`src/hdl/gzhs_pkg.sv`:
```
package gzhs_pkg;

    localparam logic [7:0] MAGIC_ID1   = 8'h1F;
    localparam logic [7:0] MAGIC_ID2   = 8'h8B;
    localparam logic [7:0] METHOD_DEFL = 8'h08;

    localparam logic [7:0] FL_HCRC     = 8'h02;
    localparam logic [7:0] FL_EXTRA    = 8'h04;
    localparam logic [7:0] FL_NAME     = 8'h08;
    localparam logic [7:0] FL_COMMENT  = 8'h10;
    localparam logic [7:0] FL_RESERVED = 8'hE0;

    localparam int         CNT_W       = 16;
    localparam logic [CNT_W-1:0] FIXED_LEN = 16'd10;
    localparam logic [CNT_W-1:0] CNT_MAX   = 16'hFFFF;

    // status codes
    localparam logic [2:0] ST_OK        = 3'd0;
    localparam logic [2:0] ST_SHORT     = 3'd1;
    localparam logic [2:0] ST_MAGIC     = 3'd2;
    localparam logic [2:0] ST_RESERVED  = 3'd3;
    localparam logic [2:0] ST_XLEN_TRNC = 3'd4;
    localparam logic [2:0] ST_OVERRUN   = 3'd5;

    typedef struct packed {
        logic [2:0]       status;
        logic [CNT_W-1:0] header_length;
    } gzhs_result_t;

endpackage

```
`src/hdl/gzhs_byte_if.sv`:
```
interface gzhs_byte_if;
    logic       valid;
    logic       ready;
    logic [7:0] data_byte;
    logic       final_byte;

    modport source (output valid, output data_byte, output final_byte, input ready);
    modport sink   (input valid, input data_byte, input final_byte, output ready);
endinterface

```
`src/hdl/gzhs_result_if.sv`:
```
interface gzhs_result_if;
    logic        valid;
    logic        ready;
    logic [2:0]  status;
    logic [15:0] header_length;

    modport source (output valid, output status, output header_length, input ready);
    modport sink   (input valid, input status, input header_length, output ready);
endinterface

```
`src/hdl/gzhs_parse.sv`:
```
module gzhs_parse
    import gzhs_pkg::*;
(
    input  logic         clk,
    input  logic         rst_n,
    input  logic         take,
    input  logic [7:0]   data_byte,
    input  logic         final_byte,
    output gzhs_result_t result
);

    typedef enum logic [2:0] {
        PH_FIXED,
        PH_XLEN_LO,
        PH_XLEN_HI,
        PH_EXTRA,
        PH_NAME,
        PH_COMMENT,
        PH_HCRC,
        PH_DONE
    } phase_t;

    typedef struct packed {
        phase_t phase;
        logic   load_crc;
        logic   mark_end;
    } adv_t;

    // first pending optional field after 'from'
    function automatic adv_t advance(input phase_t from, input logic [7:0] flags);
        adv_t a;
        a.load_crc = 1'b0;
        a.mark_end = 1'b0;
        if (from < PH_XLEN_LO && (flags & FL_EXTRA) != 8'h00) begin
            a.phase = PH_XLEN_LO;
        end else if (from < PH_NAME && (flags & FL_NAME) != 8'h00) begin
            a.phase = PH_NAME;
        end else if (from < PH_COMMENT && (flags & FL_COMMENT) != 8'h00) begin
            a.phase = PH_COMMENT;
        end else if (from < PH_HCRC && (flags & FL_HCRC) != 8'h00) begin
            a.phase    = PH_HCRC;
            a.load_crc = 1'b1;
        end else begin
            a.phase    = PH_DONE;
            a.mark_end = 1'b1;
        end
        return a;
    endfunction

    phase_t           phase_reg, phase_next;
    logic [CNT_W-1:0] count_reg, count_next;
    logic [7:0]       flags_reg, flags_next;
    logic [CNT_W-1:0] skip_reg, skip_next;
    logic [7:0]       xlen_lo_reg, xlen_lo_next;
    logic [CNT_W-1:0] hend_reg, hend_next;
    logic [2:0]       err_reg, err_next;

    logic [CNT_W-1:0] skip_dec;
    logic [2:0]       err_new;
    logic             do_adv;
    phase_t           adv_from;
    adv_t             adv;

    always_comb
    begin
        count_next   = (count_reg == CNT_MAX) ? count_reg : count_reg + 1'b1;
        phase_next   = phase_reg;
        flags_next   = flags_reg;
        skip_next    = skip_reg;
        xlen_lo_next = xlen_lo_reg;
        hend_next    = hend_reg;
        err_new      = ST_OK;
        do_adv       = 1'b0;
        adv_from     = phase_reg;
        skip_dec     = skip_reg - 1'b1;

        case (phase_reg)
            PH_FIXED:
            begin
                if ((count_reg == 16'd0 && data_byte != MAGIC_ID1) ||
                    (count_reg == 16'd1 && data_byte != MAGIC_ID2) ||
                    (count_reg == 16'd2 && data_byte != METHOD_DEFL))
                begin
                    err_new = ST_MAGIC;
                end
                if (count_reg == 16'd3)
                begin
                    flags_next = data_byte;
                    if ((data_byte & FL_RESERVED) != 8'h00)
                    begin
                        err_new = ST_RESERVED;
                    end
                end
                do_adv = (count_reg >= FIXED_LEN - 1'b1);
            end
            PH_XLEN_LO:
            begin
                xlen_lo_next = data_byte;
                phase_next   = PH_XLEN_HI;
            end
            PH_XLEN_HI:
            begin
                skip_next = {data_byte, xlen_lo_reg};
                adv_from  = PH_EXTRA;
                if ({data_byte, xlen_lo_reg} == 16'd0)
                begin
                    do_adv = 1'b1;
                end else
                begin
                    phase_next = PH_EXTRA;
                end
            end
            PH_EXTRA, PH_HCRC:
            begin
                skip_next = skip_dec;
                do_adv    = (skip_dec == 16'd0);
            end
            PH_NAME, PH_COMMENT:
            begin
                do_adv = (data_byte == 8'h00);
            end
            default:
            begin
            end
        endcase

        adv = advance(adv_from, flags_next);
        if (do_adv)
        begin
            phase_next = adv.phase;
            if (adv.load_crc)
            begin
                skip_next = 16'd2;
            end
            if (adv.mark_end)
            begin
                hend_next = count_next;
            end
        end

        err_next = (err_reg != ST_OK) ? err_reg : err_new;
    end

    // status for a stream ending on this byte
    always_comb
    begin
        result.header_length = '0;
        if (count_next < FIXED_LEN)
        begin
            result.status = ST_SHORT;
        end else if (err_next != ST_OK)
        begin
            result.status = err_next;
        end else if (phase_next == PH_XLEN_LO || phase_next == PH_XLEN_HI)
        begin
            result.status = ST_XLEN_TRNC;
        end else if (phase_next != PH_DONE || hend_next >= count_next)
        begin
            result.status = ST_OVERRUN;
        end else
        begin
            result.status        = ST_OK;
            result.header_length = hend_next;
        end
    end

    always_ff @(posedge clk or negedge rst_n)
    begin
        if (!rst_n)
        begin
            phase_reg   <= PH_FIXED;
            count_reg   <= '0;
            flags_reg   <= '0;
            skip_reg    <= '0;
            xlen_lo_reg <= '0;
            hend_reg    <= '0;
            err_reg     <= ST_OK;
        end else if (take)
        begin
            if (final_byte)
            begin
                phase_reg   <= PH_FIXED;
                count_reg   <= '0;
                flags_reg   <= '0;
                skip_reg    <= '0;
                xlen_lo_reg <= '0;
                hend_reg    <= '0;
                err_reg     <= ST_OK;
            end else
            begin
                phase_reg   <= phase_next;
                count_reg   <= count_next;
                flags_reg   <= flags_next;
                skip_reg    <= skip_next;
                xlen_lo_reg <= xlen_lo_next;
                hend_reg    <= hend_next;
                err_reg     <= err_next;
            end
        end
    end

endmodule

```
`src/hdl/gzip_header_stripper_top.sv`:
```
// gzip header parser. Takes a gzip stream one byte per transfer on 'stream',
// with final_byte set on its last byte, and returns exactly one transfer on
// 'result' per stream, caused by that last byte: a status (0 ok, 1 under ten
// bytes, 2 bad magic or method, 3 reserved flag bits, 4 stream ended inside
// the extra-length field, 5 header reaches or passes the end of the stream)
// and, when ok, the offset of the first deflate byte. Optional extra, name,
// comment and header CRC fields are skipped; the CRC is not checked. Byte
// positions saturate at 65535. Each byte is parsed in the cycle it is taken,
// so the block takes one byte per clock; a result appears in the cycle after
// its final byte and sits in a single output register. stream.ready drops
// only while that register holds a result that result.ready has not taken,
// and the parser returns to its reset state right after each final byte.
module gzip_header_stripper_top
    import gzhs_pkg::*;
(
    input  logic          clk,
    input  logic          rst_n,
    gzhs_byte_if.sink     stream,
    gzhs_result_if.source result
);

    logic         take;
    gzhs_result_t parse_res;

    logic         out_valid_reg;
    gzhs_result_t out_data_reg;

    // next byte may enter whenever the output slot is free or draining
    assign stream.ready = !out_valid_reg || result.ready;
    assign take         = stream.valid && stream.ready;

    gzhs_parse u_parse (
        .clk        (clk),
        .rst_n      (rst_n),
        .take       (take),
        .data_byte  (stream.data_byte),
        .final_byte (stream.final_byte),
        .result     (parse_res)
    );

    always_ff @(posedge clk or negedge rst_n)
    begin
        if (!rst_n)
        begin
            out_valid_reg <= 1'b0;
        end else if (take && stream.final_byte)
        begin
            out_valid_reg <= 1'b1;
        end else if (result.ready)
        begin
            out_valid_reg <= 1'b0;
        end
    end

    // payload only, no reset
    always_ff @(posedge clk)
    begin
        if (take && stream.final_byte)
        begin
            out_data_reg <= parse_res;
        end
    end

    assign result.valid         = out_valid_reg;
    assign result.status        = out_data_reg.status;
    assign result.header_length = out_data_reg.header_length;

endmodule

```
`src/flat_wrapper.sv`:
```
// flat-port wrapper written by rule: the top's interface ports become plain ports
module gzip_header_stripper_top_flat import gzhs_pkg::*;
  (clk, rst_n, stream_valid, stream_data_byte, stream_final_byte, stream_ready, result_valid, result_status, result_header_length, result_ready);
  gzhs_byte_if stream_i ();
  gzhs_result_if result_i ();
  input  logic clk;
  input  logic rst_n;
  input wire logic [$bits(stream_i.valid)-1:0] stream_valid;
  input wire logic [$bits(stream_i.data_byte)-1:0] stream_data_byte;
  input wire logic [$bits(stream_i.final_byte)-1:0] stream_final_byte;
  output wire logic [$bits(stream_i.ready)-1:0] stream_ready;
  output wire logic [$bits(result_i.valid)-1:0] result_valid;
  output wire logic [$bits(result_i.status)-1:0] result_status;
  output wire logic [$bits(result_i.header_length)-1:0] result_header_length;
  input wire logic [$bits(result_i.ready)-1:0] result_ready;
  assign stream_i.valid = stream_valid;
  assign stream_i.data_byte = stream_data_byte;
  assign stream_i.final_byte = stream_final_byte;
  assign stream_ready = stream_i.ready;
  assign result_valid = result_i.valid;
  assign result_status = result_i.status;
  assign result_header_length = result_i.header_length;
  assign result_i.ready = result_ready;
  gzip_header_stripper_top u_core (.clk(clk), .rst_n(rst_n), .stream(stream_i), .result(result_i));
endmodule
```
`config.mk`:
```
export PLATFORM = sky130hd
export DESIGN_NAME = gzip_header_stripper_top_flat
export DESIGN_NICKNAME = d
export VERILOG_FILES = /design/src/hdl/gzhs_pkg.sv /design/src/hdl/gzhs_byte_if.sv /design/src/hdl/gzhs_result_if.sv /design/src/hdl/gzhs_parse.sv /design/src/hdl/gzip_header_stripper_top.sv /design/src/flat_wrapper.sv
export SDC_FILE = /design/constraint.sdc
export NUM_CORES = 1
export LEC_CHECK = 0
export BUFFER_PORTS_ARGS = -buffer_cell sky130_fd_sc_hd__buf_2
export CAP_MARGIN = 20
export CORE_UTILIZATION = 60
export CTS_CLUSTER_SIZE = 28
export DETAILED_ROUTE_END_ITERATION = 7
export GPL_TIMING_DRIVEN = 0
export PLACE_DENSITY = 0.79
export SYNTH_ARGS = -nofsm -noshare
export SYNTH_HDL_FRONTEND = slang
export SYNTH_SLANG_ARGS = --single-unit
```
`constraint.sdc`:
```
create_clock -name clk -period 12 [get_ports clk]
set_input_delay 0.6 -clock clk [delete_from_list [all_inputs] [get_ports clk]]
set_output_delay 0.6 -clock clk [all_outputs]
set_load 0.01 [all_outputs]
```
==> results of run 1 <==
## routing by layer
metal	GRT usage, %	routed length (um)
met1	51.0	7630
met2	46.8	6890
met3	9.64	1720
met4	11.0	390
met5	0	0
## worst paths after layout
kind / start / slack, ps / end
min in group clk: u_core.u_parse.flags_reg[3]$_DFFE_PN0P_ / 500 / u_core.u_parse.flags_reg[3]$_DFFE_PN0P_
worst min register to register: u_core.u_parse.flags_reg[3]$_DFFE_PN0P_ / 500 / u_core.u_parse.flags_reg[3]$_DFFE_PN0P_
worst max register to register: u_core.u_parse.skip_reg[1]$_DFFE_PN0P_ / 5210 / u_core.result.header_length[12]$_SDFFCE_PP0P_
worst max-delay path: u_core.u_parse.skip_reg[1]$_DFFE_PN0P_ / 5210 / u_core.result.header_length[12]$_SDFFCE_PP0P_
max in group asynchronous: rst_n / 11050 / u_core.u_parse.flags_reg[1]$_DFFE_PN0P_
worst min-delay path: rst_n / 310 / u_core.u_parse.skip_reg[7]$_DFFE_PN0P_
## cell usage in the layout, fill, tap and decap left out, types with 4 or more instances in the layout
cell type and instances:
mux2_4 9, xnor2_1 5, nor3_1 15, nor2b_1 9, inv_1 31, buf_1 6
ha_1 23, mux2i_1 11, nor4_1 8, nand2_1 75, clkbuf_8 9, nand4_1 12
xor2_1 8, dfrtp_1 67, and2_1 4, mux2_2 9, o32ai_1 5, a32o_1 6
edfxtp_1 19, buf_2 39, nor2b_2 7, nand3b_1 4, nor2_1 45, o22ai_1 13
a22o_1 32, a21oi_1 25, clkbuf_1 24, a31oi_1 15, o21ai_0 54, a211oi_1 5
nand3_1 16, nand2b_1 5, a22oi_1 5
## cells by family (layout without fill, tap and decap cells)
family,Yosys count,count (layout)
simple gates,232,232
compound gates,192,192
flops,86,86
buf+inv,75,121
mux,29,29
fa+ha+maj,23,23
xor+xnor,13,13
## power breakdown
group	internal (mW)	leakage (nW)	switching [mW]	total [mW]
Combinational	0.266	1.50	0.453	0.719
Clock	0.0971	0.0965	0.119	0.216
Sequential	0.340	1.10	0.0490	0.389
## cell type report
class | instances | area (um^2)
clock inverters | 6 | 68.8
flip-flops and latches | 86 | 2250
fillers | 798 | 2970
repair buffers | 31 | 158
multi-input cells | 489 | 3290
well taps | 129 | 161
clock buffers | 9 | 124
inverters | 31 | 116
plain buffers | 44 | 231
==> reports/metrics.cfg, run 1 <==
[route]
route.detailed.wl_per_inst_um=20.2
via_count=5398
antenna_left=0
drt-pass1-iter-count=5
viasPerCell=6.54
remaining_drc_errors=0
wirelength_um=16600
drt_iter0_drc=594

[power]
power.leakage_nw=2.70
p_total_mw=1.32
ir_drop_mv=0.118
powerDensity_nw_per_um2=207

[placement]
placedCellCount=810
post-place-ws_ps=5510
dp_hpwl_um=12100
gp_congestion=1.01
numPortBuffers=31
dpl_cell_area_um2=6210

[synth]
synth_top_area_share_pct=28.5
yosysSeqAreaShare_pct=38.2
synth_mux_area_share_pct=5.88
synthArstFlopShare_pct=77.9
synthFlopType=dfrtp_1
synth_cell_types=74
ys_seq_elements=86
synthTopCellsByCount=nand2_1, dfrtp_1, o21ai_0, nor2_1, a22o_1
synthXorXnorAreaFrac_pct=1.93
synth_area_um2=5890
synthAdderAreaFrac_pct=4.89
yosysMostFrequentCell=nand2_1
yosys_warnings=0
ys_top_cells_by_area=dfrtp_1, edfxtp_1, ha_1
yosys.area_share.simple_pct=20.7
synth_top_cell_by_area=dfrtp_1
syn_area_per_cell_um2=9.06
synth-compound-area-share_pct=22.5
syn_nets=686
synth-edff-count=19
syn_inst=650
synth_top_family_by_area=compound AO/OA/AOI/OAI gates

[global_route]
grt-ovfl-total=0
grt_usage_pct=34.0
grt_pass1_wl_um=26100
antenna_found_initial=0
grt_max_degree=68
grt_pass1_vias=4905

[setup_path]
worstSetupPathType=register to register
crit_family=compound AO/OA/AOI/OAI gates
cp_max_fo=10
crit_path_max_incr_delay_ps=810
cp-end-kind=register
worst_path_max_delay_cell=a2111oi_1
ff2ff_path_depth=21
path_cells=inv_1, ha_1, clkbuf_1, or3b_1, xor2_1, and4_1, nand4b_1, o31ai_2, and3_1, buf_6, buf_12, mux2_4, ha_1, a21oi_1, nand2_1, a2111oi_0, a21oi_1, a2111oi_1, nand4_1, buf_2, nor2b_1
crit_required_ps=12240
crit_arrival_ps=7040
path_depth=21
setup.worst_path.start_class=register
cp_num_buf_inv=5

[clocking]
clockBufferDepth=2
root_buffer=clkbuf_8
cts_sinks=86
post-cts-setup-buffers=0
post_cts_resized=0
clk_latency_ps=380
numCtsBuffers=9
clk_pin_slew_ps=100
htreeDepth=3
hold_buffers=0
cts_tree=built

[sta]
worst_pin_slew_ps=912
fin_crit_sh_pct=56.6
max_freq_mhz=147
fin_crit_ps=6790
rsz0062_at_grt=no
setup_tns_ps=0
fin_skew_ps=22.6
hold_ws_ps=315
worst_slack_ps=5210
setup_viol=0
slew_headroom_pct=39.2
slew_violations=0
finalHoldViolCount=0

[cells_and_area]
fin_util_pct=68.3
antenna-diode-count=0
finalNonFillerCells=825
drive_gt1_share_pct=14.8
stdcell_area_um2=6400
nets=728
syn_to_final_growth_pct=8.69

[die]
dieHeight_um=101
dieArea_um2=10200
dieWidth_um=101
num_rows=35
coreArea_um2=9370
io_pins=34
start_util_pct=62.8

[run_status]
run_status=completed

[flow_run]
cap_violations=0

[hold_path]
hp-class=primary input to async pin

Power figures use the tool's default switching activity.
==> run 2, diff against run 1 <==
--- a/config.mk
+++ b/config.mk
@@ -5,13 +5,14 @@
 export SDC_FILE = /design/constraint.sdc
 export NUM_CORES = 1
 export LEC_CHECK = 0
+export ABC_AREA = 1
 export BUFFER_PORTS_ARGS = -buffer_cell sky130_fd_sc_hd__buf_2
 export CAP_MARGIN = 20
-export CORE_UTILIZATION = 60
+export CORE_UTILIZATION = 56
 export CTS_CLUSTER_SIZE = 28
 export DETAILED_ROUTE_END_ITERATION = 7
 export GPL_TIMING_DRIVEN = 0
-export PLACE_DENSITY = 0.79
+export PLACE_DENSITY = 0.77
 export SYNTH_ARGS = -nofsm -noshare
 export SYNTH_HDL_FRONTEND = slang
 export SYNTH_SLANG_ARGS = --single-unit
==> constraint.sdc (replaced) <==
create_clock -name clk -period 6.2 [get_ports clk]
set_input_delay 0.31 -clock clk [delete_from_list [all_inputs] [get_ports clk]]
set_output_delay 0.31 -clock clk [all_outputs]
set_load 0.01 [all_outputs]
==> reports/metrics.cfg, run 2 <==
[sta]
max_freq_mhz=238  ; +62%
worst_pin_slew_ps=875  ; -37.4 ps
slew_violations=0  ; unchanged
setup_tns_ps=0  ; unchanged
slew_headroom_pct=41.7  ; +2.5 points
finalHoldViolCount=0  ; unchanged
setup_viol=0  ; unchanged
rsz0062_at_grt=no
fin_crit_ps=4190  ; -2600 ps
fin_skew_ps=10.6  ; -11.9 ps
fin_crit_sh_pct=67.7  ; +11 points

[die]
dieArea_um2=10400  ; +1.9%
dieHeight_um=102  ; +0.94%
dieWidth_um=102  ; +0.94%
coreArea_um2=9730  ; +3.8%
start_util_pct=57.6  ; -5.3 points
io_pins=34  ; unchanged
num_rows=36  ; +2.9%

[power]
power.leakage_nw=2.91  ; +7.9%
ir_drop_mv=0.141  ; +19%
powerDensity_nw_per_um2=286  ; +38%

[route]
wirelength_um=14200  ; -15%
drt_iter0_drc=391  ; -34%
route.detailed.wl_per_inst_um=15.6  ; -23%
remaining_drc_errors=0  ; unchanged
drt-pass1-iter-count=6  ; +1
viasPerCell=5.73  ; -12%
antenna_left=0  ; unchanged
via_count=5202  ; -3.6%

[clocking]
clk_latency_ps=380  ; about the same
numCtsBuffers=9  ; unchanged
root_buffer=clkbuf_8
clk_pin_slew_ps=90  ; about the same
clockBufferDepth=2  ; unchanged
hold_buffers=0  ; unchanged
post-cts-setup-buffers=0  ; unchanged
htreeDepth=3  ; unchanged
cts_tree=built
cts_sinks=86  ; unchanged
post_cts_resized=0  ; unchanged

[synth]
syn_inst=725  ; +12%
syn_nets=761  ; +11%
yosysMostFrequentCell=nand2_1
yosysSeqAreaShare_pct=40.1  ; +2.0 points
ys_top_cells_by_area=dfrtp_1, nand2_1, edfxtp_1
synthFlopType=dfrtp_1
yosys_warnings=0  ; unchanged
synthTopCellsByCount=nand2_1, inv_1, dfrtp_1, nor2_1, o22ai_1
synth-edff-count=19  ; unchanged
syn_area_per_cell_um2=7.73  ; -15%
synth_cell_types=41  ; -45%
synth_area_um2=5600  ; -4.9%
ys_seq_elements=86  ; unchanged
synth_top_cell_by_area=dfrtp_1
synth_top_area_share_pct=29.9  ; +1.5 points
synthArstFlopShare_pct=77.9  ; unchanged

[setup_path]
reg2reg_slack_ps=2010  ; -3200 ps
crit_required_ps=6340  ; -5900 ps
cp-end-kind=register
worstSetupPathType=register to register
setup.worst_path.start_class=register
crit_arrival_ps=4330  ; -2710 ps
ff2ff_path_depth=26  ; +24%
cp_max_fo=10  ; unchanged
rr_startpoint=u_core.u_parse.skip_reg[0]$_DFFE_PN0P_
r2r_end=u_core.result.header_length[12]$_SDFFCE_PP0P_

[cells_and_area]
final_cell_mix=nand2_1, inv_1, dfrtp_1, nor2_1, o22ai_1
antenna-diode-count=0  ; unchanged
nets=806  ; +11%
syn_to_final_growth_pct=9.80
drive_gt1_share_pct=16.5  ; +1.7 points
stdcell_area_um2=6150  ; -3.9%
fillers=887  ; +11%
final_common_cell=nand2_1

[global_route]
grt.met2_usage_pct=43.1  ; -3.7 points
use_met3_pct=6.98  ; -2.7 points
grt_pass1_wl_um=23200  ; -11%
grt-busiest-layer=met2
antenna_found_initial=0  ; unchanged
grt-ovfl-total=0  ; unchanged
grt_usage_pct=29.1  ; -4.9 points
grt_max_degree=68  ; unchanged
grt_pass1_vias=4875  ; -0.61%
grt_util_met1_pct=41.9  ; -9.1 points

[hold_path]
hp-class=primary input to async pin

[placement]
dpl_cell_area_um2=5950  ; -4.1%
numPortBuffers=33  ; +6.5%
dp_hpwl_um=10500  ; -13%
gp_congestion=0.966  ; -4.0%

[flow_run]
cap_violations=0  ; unchanged

[run_status]
run_status=completed

run 2: cell types whose count changed after synthesis, moves of 20 or more:
cell / delta
nand2_1: +86
inv_1: +70
a22o_1: -32
o22ai_1: +26
nor2_2: +22
nand3_1: +20
run 2: routing by layer:
layer	wire length, um	part of all wire [%]
met1	6400	45
met2	6280	44
met3	1310	9.2
met4	166	1.2
met5	0	0
run 2: metrics by stage:
stage	total power, mW	util (%)	setup WS [ps]	hold slack (ps)	instances
floorplan	1.18	-	2700	14.4	725
global placement	1.32	61.0	2120	466	891
detailed placement	1.35	61.2	2060	481	892
CTS	1.75	63.2	2030	72.8	908
global route	1.88	63.2	1630	110	908
finish	1.76	63.2	2010	40.0	908
run 2: how the worst max path moves through the flow:
stage                                            from                                            end  slack, ps
6_report       u_core.u_parse.skip_reg[0]$_DFFE_PN0P_  u_core.result.header_length[12]$_SDFFCE_PP0P_       2010
5_1_grt        u_core.u_parse.skip_reg[0]$_DFFE_PN0P_   u_core.result.header_length[7]$_SDFFCE_PP0P_       1630
4_1_cts        u_core.u_parse.skip_reg[0]$_DFFE_PN0P_   u_core.result.header_length[5]$_SDFFCE_PP0P_       2030
3_5_place_dp   u_core.u_parse.skip_reg[0]$_DFFE_PN0P_  u_core.result.header_length[12]$_SDFFCE_PP0P_       2060
3_3_place_gp   u_core.u_parse.skip_reg[0]$_DFFE_PN0P_   u_core.result.header_length[9]$_SDFFCE_PP0P_       2120
2_1_floorplan  u_core.u_parse.skip_reg[0]$_DFFE_PN0P_  u_core.result.header_length[10]$_SDFFCE_PP0P_       2700
run 2: cell type report:
type	count	area [um^2]	share of cell area [%]
Timing Repair Buffer	34	183	2.97
Tap cell	133	166	2.70
Sequential cell	86	2250	36.5
Clock inverter	7	73.8	1.20
Clock buffer	9	124	2.01
Multi-Input combinational cell	506	2810	45.7
Inverter	113	424	6.89
Buffer	20	120	1.95
run 2: where the power goes:
part           total, mW  switching, mW  internal (mW)
clock network      0.410          0.223          0.188
logic              0.668          0.452          0.216
registers          0.684         0.0488          0.635
total               1.76          0.724           1.04
run 2: cell families after synthesis:
| family | Yosys count | share of synthesized area, % |
|---|---|---|
| adder cells (fa/ha/maj) | 23 | 5.14 |
| AO/OA/AOI/OAI | 157 | 17.4 |
| buffers and inverters | 133 | 9.71 |
| flip-flops | 86 | 40.1 |
| XOR/XNOR | 8 | 1.25 |
| AND/OR/NAND/NOR | 318 | 26.4 |
run 2: critical path: stages (launching register included):
cell	delay [ps]
dfrtp_1	380
inv_1	170
ha_1	310
nand2_1	160
nor2_2	220
nand3_1	130
xor2_1	180
nor2_1	130
nand3_2	140
nand2_2	140
nand2_4	80
nor2_8	120
buf_6	170
nand2_1	70
o21ai_2	90
inv_1	60
ha_1	290
nand2_1	70
inv_1	50
nand3_1	80
nor3_1	220
nand3_1	110
nand3_1	130
nor2_2	70
nand3_4	150
buf_8	170
nor2_2	40
==> run 3, diff against run 2 <==
==> constraint.sdc (replaced) <==
create_clock -name clk -period 3.7 [get_ports clk]
set_input_delay 0.185 -clock clk [delete_from_list [all_inputs] [get_ports clk]]
set_output_delay 0.185 -clock clk [all_outputs]
set_load 0.01 [all_outputs]
==> reports/metrics.cfg, run 3 (synthesis gave the netlist of run 2 again) <==
[cells_and_area]
antenna-diode-count=0  ; unchanged
final_cell_mix=nand2_1, inv_1, buf_4, dfrtp_1, o22ai_1
stdcell_area_um2=7300  ; +19%
drive_gt1_share_pct=33.2  ; +17 points
final_common_cell=nand2_1
syn_to_final_growth_pct=30.2
nets=884  ; +9.7%
fillers=654  ; -26%

[power]
powerDensity_nw_per_um2=453  ; +58%
power_frac_seq_pct=35.3  ; -3.5 points
internal-power_mw=1.90  ; +83%
ir_drop_mv=0.297  ; +110%
power.leakage_nw=3.33  ; +14%
p_total_mw=3.30  ; +87%
power_frac_clock_pct=21.3  ; -2.0 points
switching_power_mw=1.41  ; +94%
swShare_pct=42.6  ; +1.5 points
p_comb_share_pct=43.4  ; +5.5 points

[setup_path]
worst_path_max_delay_cell=dfrtp_1
worstSetupPathType=register to register
crit_required_ps=3950  ; -2390 ps
crit_path_max_incr_delay_ps=490  ; +110 ps
cp-end-kind=register
cp_max_fo=6  ; -4
crit_arrival_ps=4230  ; -100 ps
cp_common_cell=nand2_1
setup.worst_path.start_class=register

[route]
route.detailed.wl_per_inst_um=19.2  ; +23%
viasPerCell=6.24  ; +9.0%
drt_iter0_drc=933  ; +140%
wirelength_um=18900  ; +34%
antenna_left=0  ; unchanged
drt-pass1-iter-count=6  ; unchanged
remaining_drc_errors=0  ; unchanged
via_count=6157  ; +18%

[clocking]
clk_pin_slew_ps=100  ; about the same
root_buffer=clkbuf_8
clockBufferDepth=2  ; unchanged
clk_latency_ps=390  ; about the same
cts_sinks=86  ; unchanged
htreeDepth=3  ; unchanged
numCtsBuffers=9  ; unchanged
cts_tree=built

[sta]
finalHoldViolCount=0  ; unchanged
setup_viol=18  ; +18
fin_skew_ps=12.8  ; +2.14 ps
fin_crit_ps=3980  ; -212 ps
rsz0062_at_grt=yes
worst_pin_slew_ps=920  ; +45.5 ps
max_freq_mhz=251  ; +5.3%
worst_slack_ps=-283  ; -2290 ps
slew_violations=0  ; unchanged
fin_crit_sh_pct=108  ; +40 points
slew_headroom_pct=38.7  ; -3.0 points

[global_route]
grt_pass1_wl_um=25800  ; +11%
grt-ovfl-total=0  ; unchanged
antenna_found_initial=0  ; unchanged
grt_pass1_vias=5440  ; +12%
grt_usage_pct=32.3  ; +3.2 points
grt_max_degree=68  ; unchanged

[die]
coreArea_um2=9730  ; unchanged
dieArea_um2=10400  ; unchanged
io_pins=34  ; unchanged
dieHeight_um=102  ; unchanged
dieWidth_um=102  ; unchanged
num_rows=36  ; unchanged
start_util_pct=57.6  ; unchanged

[placement]
numPortBuffers=33  ; unchanged
gp_congestion=0.966  ; unchanged
dpl_cell_area_um2=5950  ; unchanged
dp_hpwl_um=10500  ; unchanged

[hold_path]
hp-class=primary input to register

[run_status]
failed_checks=negative setup slack
run_status=finished, violations left

[flow_run]
cap_violations=0  ; unchanged

## run 3: layer usage
metal	track usage (%)	share of wire [%]
met1	43.9	38
met2	50.2	45
met3	8.00	12
met4	12.0	5.2
met5	0	0
## run 3: critical path: cells and delay by family (launching register included)
family	cells	cell delay, ps
AOI/OAI and AO/OA	4	480
buffers and inverters	3	420
and+or+nand+nor	17	2240
adders and majority gates	1	230
DFF	1	490
## run 3: per-stage QoR
| step | instances | hold slack (ps) | utilization [%] | setup TNS [ps] | worst slack [ps] |
|---|---|---|---|---|---|
| detailed placement | 892 | 359 | 61.2 | -6780 | -436 |
| global route | 986 | 124 | 75.0 | -4940 | -310 |
| finish | 986 | 79.7 | 75.0 | -4470 | -283 |
| floorplan | 725 | -111 | - | 0 | 200 |
| global placement | 891 | 463 | 61.0 | -5740 | -378 |
| CTS | 957 | 87.1 | 69.0 | 0 | 10.0 |
## run 3: layout make-up
| cell class | count | area [um^2] | area share [%] |
|---|---|---|---|
| repair buffers | 111 | 833 | 11.4 |
| flip-flops and latches | 86 | 2260 | 30.9 |
| inverters | 113 | 424 | 5.81 |
| clock buffers | 9 | 124 | 1.70 |
| clock inverters | 7 | 73.8 | 1.01 |
| multi-input cells | 507 | 3300 | 45.2 |
| well taps | 133 | 166 | 2.28 |
| plain buffers | 20 | 124 | 1.70 |
## run 3: repair_timing
action,CTS,global route
cloned,3,1
endpoints found under the hold margin,67,0
pin swaps,24,39
endpoints found under the setup margin,18,19
resized for setup,41,89
hold buffers,1,0
setup buffers,45,31
## run 3: final timing paths
kind	from	to	slack, ps	cells after the start
min in group asynchronous	rst_n	u_core.u_parse.hend_reg[10]$_DFFE_PN0P_	460	2
max in group asynchronous	rst_n	u_core.u_parse.skip_reg[3]$_DFFE_PN0P_	2570	2
worst min register to register	u_core.u_parse.hend_reg[0]$_DFFE_PN0P_	u_core.u_parse.hend_reg[0]$_DFFE_PN0P_	510	2
worst max register to register	u_core.u_parse.phase_reg[1]$_DFFE_PN0P_	u_core.result.header_length[14]$_SDFFCE_PP0P_	-280	25
worst max-delay path	u_core.u_parse.phase_reg[1]$_DFFE_PN0P_	u_core.result.header_length[14]$_SDFFCE_PP0P_	-280	25
worst min-delay path	result_ready	u_core.result.valid$_DFFE_PN0P_	80	4
## run 3: power groups by stage
| stage | sequential [mW] | combinational [mW] | clock [mW] |
|---|---|---|---|
| after floorplan | 1.15 | 0.838 | 0 |
| after global placement | 1.16 | 1.06 | 0 |
| after detailed placement | 1.16 | 1.09 | 0 |
| after CTS | 1.14 | 1.18 | 0.689 |
| after global routing | 1.18 | 1.55 | 0.738 |
| final | 1.17 | 1.43 | 0.703 |
